**src/ppmd_pkg.sv**
```systemverilog
// Types and constants of the PPM frame decoder.
// No dependencies; used by every module of the block.
package ppmd_pkg;

    typedef enum logic
    {
        OP_CAPTURE = 1'b0,
        OP_READ    = 1'b1
    } ppmd_op_t;

    localparam int CFG_INDEX_W = 3;

    localparam logic [CFG_INDEX_W-1:0] CFG_TIMER_TOP          = 3'd0;
    localparam logic [CFG_INDEX_W-1:0] CFG_SYNC_THRESHOLD     = 3'd1;
    localparam logic [CFG_INDEX_W-1:0] CFG_CHANNELS_PER_FRAME = 3'd2;
    localparam logic [CFG_INDEX_W-1:0] CFG_MIN_WIDTH_US       = 3'd3;
    localparam logic [CFG_INDEX_W-1:0] CFG_MAX_WIDTH_US       = 3'd4;

    localparam logic [15:0] RST_TIMER_TOP          = 16'd40000;
    localparam logic [15:0] RST_SYNC_THRESHOLD     = 16'd8000;
    localparam logic [3:0]  RST_CHANNELS_PER_FRAME = 4'd8;
    localparam logic [14:0] RST_MIN_WIDTH_US       = 15'd900;
    localparam logic [14:0] RST_MAX_WIDTH_US       = 15'd2100;
    localparam logic [15:0] RST_SLOT_WIDTH         = 16'd2400;

    typedef struct packed
    {
        ppmd_op_t    opcode;
        logic [15:0] capture_time;
        logic [2:0]  channel;
    } ppmd_in_t;

    typedef struct packed
    {
        logic [14:0] channel_width_us;
        logic        frame_ready;
    } ppmd_out_t;

    typedef struct packed
    {
        logic [15:0] timer_top;
        logic [15:0] sync_threshold;
        logic [3:0]  channels_per_frame;
        logic [14:0] min_width_us;
        logic [14:0] max_width_us;
    } ppmd_cfg_t;

endpackage

```
**src/ppm_frame_decoder_core.sv**
```systemverilog
// Top level of the PPM frame decoder: configuration registers, input stage,
// output buffer. Depends on ppmd_pkg and ppmd_decode.
//
// Use:
// - Input channel (in_valid / in_stall / in_word): one word per capture edge
//   (opcode capture, timer value) or per channel read (opcode read, slot).
//   A word is taken at a rising edge with in_valid high and in_stall low.
// - Output channel (out_valid / out_stall / out_word): exactly one word per
//   input word, in order: the clamped width in microseconds on a read (zero
//   on a capture) and the frame-ready flag after that word.
// - Configuration channel (cfg_valid / cfg_ready / cfg_index / cfg_data):
//   always ready; write only while no word is in flight.
// One word per cycle is sustained with no output stall, set by the single
// input stage feeding a two-entry output buffer. A receiver stall fills the
// spare output entry, then the input stage holds its word and in_stall rises
// until the receiver drains. Reset restores the register defaults, clears the
// slot index, the frame flag and the last capture, and fills every slot with
// 2400 ticks.
module ppm_frame_decoder_core #(
    parameter int SLOT_COUNT = 8
) (
    input  logic                            clk,
    input  logic                            rst_n,
    input  logic                            cfg_valid,
    output logic                            cfg_ready,
    input  logic [ppmd_pkg::CFG_INDEX_W-1:0] cfg_index,
    input  logic [15:0]                     cfg_data,
    input  logic                            in_valid,
    output logic                            in_stall,
    input  ppmd_pkg::ppmd_in_t              in_word,
    output logic                            out_valid,
    input  logic                            out_stall,
    output ppmd_pkg::ppmd_out_t             out_word
);
    import ppmd_pkg::*;

    ppmd_cfg_t cfg_reg;

    // input stage
    logic      s1_valid_reg;
    ppmd_in_t  s1_word_reg;
    logic      s1_fire;
    logic      in_take;

    // output buffer: head entry plus one spare entry
    logic      head_valid_reg;
    logic      head_valid_next;
    ppmd_out_t head_word_reg;
    ppmd_out_t head_word_next;
    logic      spare_valid_reg;
    logic      spare_valid_next;
    ppmd_out_t spare_word_reg;
    ppmd_out_t spare_word_next;
    logic      pop;

    ppmd_out_t result;

    assign cfg_ready = 1'b1;

    // hold the register defaults at reset; drop writes to unknown indices
    always_ff @(posedge clk or negedge rst_n)
    begin
        if (!rst_n)
        begin
            cfg_reg.timer_top          <= RST_TIMER_TOP;
            cfg_reg.sync_threshold     <= RST_SYNC_THRESHOLD;
            cfg_reg.channels_per_frame <= RST_CHANNELS_PER_FRAME;
            cfg_reg.min_width_us       <= RST_MIN_WIDTH_US;
            cfg_reg.max_width_us       <= RST_MAX_WIDTH_US;
        end
        else if (cfg_valid && cfg_ready)
        begin
            unique case (cfg_index)
                CFG_TIMER_TOP:          cfg_reg.timer_top          <= cfg_data;
                CFG_SYNC_THRESHOLD:     cfg_reg.sync_threshold     <= cfg_data;
                CFG_CHANNELS_PER_FRAME: cfg_reg.channels_per_frame <= cfg_data[3:0];
                CFG_MIN_WIDTH_US:       cfg_reg.min_width_us       <= cfg_data[14:0];
                CFG_MAX_WIDTH_US:       cfg_reg.max_width_us       <= cfg_data[14:0];
                default: ;
            endcase
        end
    end

    // The input stage advances whenever the spare output entry is free, so
    // in_stall comes straight from registers.
    assign s1_fire  = s1_valid_reg && !spare_valid_reg;
    assign in_stall = s1_valid_reg && spare_valid_reg;
    assign in_take  = in_valid && !in_stall;

    always_ff @(posedge clk or negedge rst_n)
    begin
        if (!rst_n)
            s1_valid_reg <= 1'b0;
        else if (in_take)
            s1_valid_reg <= 1'b1;
        else if (s1_fire)
            s1_valid_reg <= 1'b0;
    end

    always_ff @(posedge clk)
    begin
        if (in_take)
            s1_word_reg <= in_word;
    end

    ppmd_decode #(
        .SLOT_COUNT (SLOT_COUNT)
    ) u_decode (
        .clk    (clk),
        .rst_n  (rst_n),
        .cfg    (cfg_reg),
        .fire   (s1_fire),
        .word   (s1_word_reg),
        .result (result)
    );

    assign pop = head_valid_reg && !out_stall;

    // Advance the spare entry into the head on a pop; park a new result in
    // the spare entry when the head is held by a stall.
    always_comb
    begin
        head_valid_next  = head_valid_reg;
        head_word_next   = head_word_reg;
        spare_valid_next = spare_valid_reg;
        spare_word_next  = spare_word_reg;
        if (pop)
        begin
            if (spare_valid_reg)
            begin
                head_word_next   = spare_word_reg;
                spare_valid_next = 1'b0;
            end
            else
            begin
                head_valid_next = s1_fire;
                head_word_next  = result;
            end
        end
        else if (s1_fire)
        begin
            if (head_valid_reg)
            begin
                spare_valid_next = 1'b1;
                spare_word_next  = result;
            end
            else
            begin
                head_valid_next = 1'b1;
                head_word_next  = result;
            end
        end
    end

    always_ff @(posedge clk or negedge rst_n)
    begin
        if (!rst_n)
        begin
            head_valid_reg  <= 1'b0;
            spare_valid_reg <= 1'b0;
        end
        else
        begin
            head_valid_reg  <= head_valid_next;
            spare_valid_reg <= spare_valid_next;
        end
    end

    always_ff @(posedge clk)
    begin
        head_word_reg  <= head_word_next;
        spare_word_reg <= spare_word_next;
    end

    assign out_valid = head_valid_reg;
    assign out_word  = head_word_reg;

endmodule

```
**src/ppmd_decode.sv**
```systemverilog
// Decoder state and datapath: interval, slot store, frame flag and clamped read.
// Depends on ppmd_pkg.
module ppmd_decode #(
    parameter int SLOT_COUNT = 8
) (
    input  logic               clk,
    input  logic               rst_n,
    input  ppmd_pkg::ppmd_cfg_t cfg,
    input  logic               fire,
    input  ppmd_pkg::ppmd_in_t  word,
    output ppmd_pkg::ppmd_out_t result
);
    import ppmd_pkg::*;

    localparam int IDX_W = $clog2(SLOT_COUNT);
    localparam int CNT_W = $clog2(SLOT_COUNT + 1);

    logic [15:0]      last_capture_reg;
    logic [CNT_W-1:0] slot_index_reg;
    logic [15:0]      widths_reg [SLOT_COUNT];
    logic             ready_reg;

    logic             is_read;
    logic [15:0]      interval;
    logic             is_sync;
    logic [IDX_W-1:0] slot;
    logic [CNT_W-1:0] slot_index_next;
    logic             store;
    logic             ready_next;
    logic [4:0]       chan_ext;
    logic [4:0]       chan_mod;
    logic [IDX_W-1:0] rd_idx;
    logic [14:0]      half_width;
    logic [14:0]      clamped;

    always_comb
    begin
        is_read  = (word.opcode == OP_READ);
        // wrap correction when the timer rolled over since the last edge
        if (word.capture_time < last_capture_reg)
            interval = word.capture_time + cfg.timer_top - last_capture_reg;
        else
            interval = word.capture_time - last_capture_reg;
        is_sync = (interval > cfg.sync_threshold);

        // index may sit one past the last slot: fold it back to slot zero
        if (slot_index_reg == CNT_W'(SLOT_COUNT))
            slot = '0;
        else
            slot = slot_index_reg[IDX_W-1:0];
        slot_index_next = CNT_W'(slot) + CNT_W'(1);
        store           = !is_read && !is_sync;

        priority if (is_read)
            ready_next = 1'b0;
        else if (store && (5'(slot_index_next) >= 5'(cfg.channels_per_frame)))
            ready_next = 1'b1;
        else
            ready_next = ready_reg;

        chan_ext = 5'(word.channel);
        if (chan_ext >= 5'(SLOT_COUNT))
            chan_mod = chan_ext - 5'(SLOT_COUNT);
        else
            chan_mod = chan_ext;
        rd_idx     = chan_mod[IDX_W-1:0];
        half_width = widths_reg[rd_idx][15:1];

        priority if (half_width < cfg.min_width_us)
            clamped = cfg.min_width_us;
        else if (half_width > cfg.max_width_us)
            clamped = cfg.max_width_us;
        else
            clamped = half_width;

        result.channel_width_us = is_read ? clamped : '0;
        result.frame_ready      = ready_next;
    end

    always_ff @(posedge clk or negedge rst_n)
    begin
        if (!rst_n)
        begin
            last_capture_reg <= '0;
            slot_index_reg   <= '0;
            ready_reg        <= 1'b0;
            for (int i = 0; i < SLOT_COUNT; i++)
                widths_reg[i] <= RST_SLOT_WIDTH;
        end
        else if (fire)
        begin
            ready_reg <= ready_next;
            if (!is_read)
            begin
                last_capture_reg <= word.capture_time;
                if (is_sync)
                    slot_index_reg <= '0;
                else
                    slot_index_reg <= slot_index_next;
            end
            if (store)
                widths_reg[slot] <= interval;
        end
    end

endmodule

```
**config.mk**
```make
export PLATFORM = sky130hd
export DESIGN_NAME = ppm_frame_decoder_core
export DESIGN_NICKNAME = d
export VERILOG_FILES = /design/src/ppmd_pkg.sv /design/src/ppm_frame_decoder_core.sv /design/src/ppmd_decode.sv
export SDC_FILE = /design/constraint.sdc
export NUM_CORES = 1
export LEC_CHECK = 0
export BUFFER_PORTS_ARGS = -buffer_cell sky130_fd_sc_hd__buf_2
export CAP_MARGIN = 20
export CORE_ASPECT_RATIO = 0.9
export CORE_UTILIZATION = 40
export CTS_BUF_LIST = sky130_fd_sc_hd__clkbuf_4 sky130_fd_sc_hd__clkbuf_8
export DETAILED_ROUTE_END_ITERATION = 7
export PLACE_DENSITY = 0.6
export SLEW_MARGIN = 20
export SYNTH_ARGS = -nofsm -noshare
export SYNTH_HDL_FRONTEND = slang
export SYNTH_SLANG_ARGS = --single-unit
```
**constraint.sdc**
```tcl
create_clock -name clk -period 6.7 [get_ports clk]
set_input_delay 1.005 -clock clk [delete_from_list [all_inputs] [get_ports clk]]
set_output_delay 1.005 -clock clk [all_outputs]
set_load 0.05 [all_outputs]
```
[Word-level counts from Yosys, hierarchy flattened]
Index checks and enable logic that the tools add are counted.
Word-level totals
  memories kept: 0
  input port bits: 44
  bits in latches: 0
  ROM bits: 0
  register bits: 270
  RAM bits: 0
  output and inout bits: 19
  logic and storage cells: 102
Operators by class
  equal/unequal tests: 7
  div/mod/pow operators: 0
  bitwise logic cells: 4
  shift operators: 0
  reduce and logical (&&, ||, !) cells: 27
  multiply operators: 0
  magnitude comparators: 8
  $add $sub $neg: 4
  mux-type cells: 26
Operators with widths (count)
  $bwmux 128: 1
  $mux 16: 8
  $bmux 16 s3: 1
  $demux 16 s3: 1
  $mux 15: 3
  $sub 16x16->16: 2
  $reduce_and 2->1: 10
  $add 16x16->16: 1
  $gt 16x16->1: 1
  $lt 16x16->1: 1
  $gt 15x15->1: 1
  $lt 15x15->1: 1
  $mux 1: 10
  $ge 4x4->1 const B: 2
  $not 3->4: 2
  $logic_and 1x1->1: 7
  $eq 3x2->1 const B: 2
  $reduce_bool 2->1: 3
  $logic_not 1->1: 5
  $add 3x1->4 const B: 1
  $eq 4x4->1 const B: 1
  $ge 4x4->1: 1
  $lt 4x1->1 const B: 1
  $mux 4: 1
  other kinds (8): 9

[Longest topological paths before layout]
  word-level depth: 12
  mapped depth: 24
  gate-level depth less buffers: 22

[Cells and area by module]
A second synthesis with hierarchy kept.
Second synthesis, totals
  cell total of the unflattened synthesis: 1473
  area, all modules: 15260.9 um2
By module, submodules not included
  ppmd_decode: times used 1, cells each 1243, seq. area each 3568.4 um2, area an instance 10787.8 um2
  ppm_frame_decoder_core: times used 1, cells each 230, seq. area each 3313.2 um2, area an instance 4473.0 um2

[Worst setup path after synthesis]
Ideal clock, no wire load.
  path kind: reg2reg
  start: register s1_word_reg[4] in the netlist's numbering
  end: register u_decode.widths_reg[33] in the netlist's numbering
  period minus slack after synthesis: 5.001 ns
  path buffers: 1
  required time: 6.575 ns
  setup slack: 1.699 ns
  cell stages (with the launch flop): 21
  data arrival time: 4.876 ns
  library setup time: 0.125 ns
  cells stage by stage: edfxtp_1 > inv_1 > fa_1 > inv_1 > ha_1 > a211oi_1 > o21bai_1 > a2111o_1 > a31o_2 > a21oi_1 > xnor2_1 > a21o_1 > ha_1 > a211o_1 > o211ai_1 > a211o_1 > a31o_2 > nand3_1 > nor3_1 > clkbuf_1 > mux2_2
On the way
  cells in the longest elaborated chain, start to end: 7
  elaborated cells on any way between the ends: 10
  those cells by class: 3 x add/sub; 2 x order compare; 2 x mux; 3 x reduce/logical
RTL lines
  start, declared: line ppm_frame_decoder_core.sv:41  | ppmd_in_t s1_word_reg;
  start signal, assigned: line ppm_frame_decoder_core.sv:103  | s1_word_reg <= in_word;
  $add 16x16->16: line ppmd_decode.sv:41  | interval = word.capture_time + cfg.timer_top - last_capture_reg;
  $sub 16x16->16: line ppmd_decode.sv:41
  $mux 16 (*): line ppmd_decode.sv:40  | if (word.capture_time < last_capture_reg)
  named net u_decode.interval[9]: line ppmd_decode.sv:24  | logic [15:0] interval;
  $gt 16x16->1 (*): line ppmd_decode.sv:44  | is_sync = (interval > cfg.sync_threshold);
  $logic_not 1->1 (*): line ppmd_decode.sv:52  | store = !is_read && !is_sync;
  $logic_and 1x1->1 (*): line ppmd_decode.sv:52
  $reduce_and 2->1 (no source line) (*)
  end signal, assigned by index: line ppmd_decode.sv:102  | widths_reg[slot] <= interval;
  end, declared: line ppmd_decode.sv:20  | logic [15:0] widths_reg [SLOT_COUNT];
Mark *: on every way through the listed nets, which the timed path passes. The rest lies on a longest branch.
A chain may end at the register's enable or synchronous reset.

[Worst setup path in the final report]
  start: register s1_word_reg[3] in the netlist's numbering
  end: register u_decode.widths_reg[79] in the netlist's numbering
The elaborated chain is that of the path after synthesis.

==> impl_metrics.ini <==
[synthesis]
ys_types = 64
seq_area_frac_synth = 0.479
syn-num-nets = 1477
yosys_warnings = 0
syn_area_um2 = 14400
postSynthAreaPerCell_um2 = 10.8
syn_inst = 1335
synth-seq-cells = 262
synth_flop_cell = dfrtp_1
synth-async-reset-ratio = 0.802
synth-edff-count = 52

[route]
ant_nets = 0
routedWlPerCell_um = 17.9
wl_um = 34400
vias = 10000
viasPerCell = 5.21
drc_errors = 0
dr.pass1.iters = 7
drt_iter0_drc = 649

[clock_tree]
clock-sinks = 262
clkTransAtPathRegs_ns = 0.06
cts_setup_buffers = 0
cts-resized-gates = 0
cts_tree = yes
clock_path_buffers = 3
cts_root_buf = clkbuf_8
cts_made_buffers = 44
insertion_delay_ns = 0.59
cts_hold_buf = 0
ctsHtreeMaxLevel = 2

[final_layout]
final_common_cell = dfrtp_1
largest_reg_flops = 120
final_cell_mix = dfrtp_1, nand2_1, inv_1
multi_input_area_um2 = 6770
synthToLayoutAreaGrowth_pct = 13.4
drive_above_1_share = 0.266
nFillCells = 3229
final_nets = 1561
fin_util = 0.463
layout.area.seq_um2 = 6880

[global_routing]
track_usage = 0.192
antenna_found_initial = 1
grt_max_degree = 89
grt_overflow_total = 0
grt_pass1_vias = 10000
grt_pass1_wl_um = 55000

[run]
maxCapViolCount = 0

[sta]
maxSlewViolCount = 0
finalCritPeriodShare = 0.882
finalSetupViolCount = 0
finalSetupTns_ns = 0
fmax_mhz = 169
fin_crit_ns = 5.91
worstMarginPinSlew_ns = 1.12
rsz0062_at_grt = false
skew_ns = 0.0261
slew_headroom = 0.255
finalHoldViolCount = 0

[power_and_ir_drop]
p_comb_frac = 0.538
ir_worst_vdd_uv = 261
pwr-share-seq = 0.282
swShare = 0.431
internal_power_mw = 4.90
cellLeakagePower_nw = 7.31
power_density_nw_per_um2 = 528
p_sw_mw = 3.71
clkPwrFrac = 0.179

[floorplan]
die_w_um = 202
initial_utilization = 0.408
io_pins = 63
die-area_um2 = 36700
dieHeight_um = 182
fp-row-count = 65
coreArea_um2 = 35200

[setup_path]
worstPathRequired_ns = 7.15
critical_path_class = flop to flop
cp-end-kind = flop
path_max_fanout = 18
startpoint_type = flop
arrival_ns = 6.36

[min_path]
hold_class = flop to flop

[place]
portBuffers = 61
gp_congestion = 0.830
hpwl_um = 24400

[outcome]
status = finished clean
==> per-stage QoR <==
step	area [um^2]	std cells	power, mW	hold WS, ns	setup WS, ns
2_1_floorplan	14400	1335	5.70	0.441	1.70
3_3_place_gp	15300	1842	6.99	0.453	0.948
3_5_place_dp	15300	1842	7.07	0.457	0.844
4_1_cts	16300	1924	8.67	0.472	0.807
5_1_grt	16300	1924	9.32	0.493	0.276
6_report	16300	1925	8.61	0.473	0.791
==> per-layer routing <==
metal	part of all wire	global-route usage	vias to the layer above
met5	0	0	-
met4	0.016	0.0509	0
met3	0.049	0.0373	43
met2	0.44	0.297	210
met1	0.49	0.274	4932
li1	-	-	4842
==> final cells by class <==
cell class,instances,share of cell area
clock inverter,7,0.00315
multi-input combinational,877,0.415
tap,469,0.0360
sequential,262,0.422
timing repair buffer,94,0.0345
antenna,1,0.000153
inverter,140,0.0322
clock buffer,75,0.0572
==> worst max-delay path: stages (launching register included) <==
cell      delay (ns)
edfxtp_1        0.36
inv_1           0.08
ha_1            0.22
inv_1           0.10
fa_1            0.43
a211oi_1        0.32
nor3_1          0.15
o41a_1          0.43
o41ai_1         0.32
xor2_1          0.18
nor2_1          0.05
a21oi_1         0.74
inv_1           0.11
ha_1            0.34
inv_1           0.06
nor4_1          0.26
a22oi_1         0.11
a31o_2          0.31
nand3_1         0.14
or3_1           0.69
mux2_2          0.41
==> power by group through the flow <==
stage,logic [mW],clock network (mW),registers [mW]
CTS,4.64,1.59,2.43
detailed placement,4.62,0,2.46
floorplan,3.15,0,2.55
global route,5.17,1.65,2.49
global placement,4.55,0,2.44
finish,4.64,1.55,2.43
==> cells by family after synthesis <==
| group | Yosys count | synth area share |
|---|---|---|
| compound gates | 278 | 0.116 |
| flops | 262 | 0.479 |
| buf+inv | 196 | 0.0531 |
| simple gates | 324 | 0.102 |
| fa+ha+maj | 98 | 0.0936 |
| xor+xnor | 23 | 0.0140 |
| mux | 153 | 0.143 |
| other cells | 1 | 0.000261 |
==> worst paths after layout <==
path | start | to | slack, ns | cells after the start
worst max-delay path | s1_word_reg[3] | u_decode.widths_reg[79] | 0.79 | 20
worst min-delay path | u_decode.slot_index_reg[3] | u_decode.slot_index_reg[3] | 0.47 | 1
worst max register to register | s1_word_reg[3] | u_decode.widths_reg[79] | 0.79 | 20
worst min register to register | u_decode.slot_index_reg[3] | u_decode.slot_index_reg[3] | 0.47 | 1
max in group asynchronous | rst_n | u_decode.widths_reg[47] | 4.80 | 2
min in group asynchronous | rst_n | u_decode.widths_reg[110] | 0.49 | 1
==> cell usage after synthesis, types with 3 or more instances <==
library cell  number  area, um^2
nand2b_1           4        25.0
a211oi_1          11        82.6
o211ai_2           4        50.1
a21o_1            14         105
mux4_2            28         631
xnor2_1           11        96.3
edfxtp_1          52        1560
nor2_1            66         248
nand2_1          155         582
mux2i_1           16         160
dfstp_2           52        1370
mux2_2           106        1190
xor2_1            12         105
clkbuf_1          44         165
nand4_1           10        62.6
o21ai_1            4        20.0
nor4_1             4        25.0
o21a_1             5        37.5
o41ai_1            3        26.3
o21ai_0          117         586
inv_1            140         526
o211ai_1          15         113
dfrtp_1          158        3950
fa_1              16         320
o22ai_1           18         113
and2_1             4        25.0
a211o_1            4        35.0
nor2b_1           11        68.8
or2_2              5        31.3
a21oi_1           61         305
o31a_1             4        35.0
buf_2              7        35.0
or3_1             22         138
o41a_1             3        33.8
nor3_1            14        70.1
ha_1              82        1030
nand3_1           16        80.1
(Power assumes the default switching activity.)
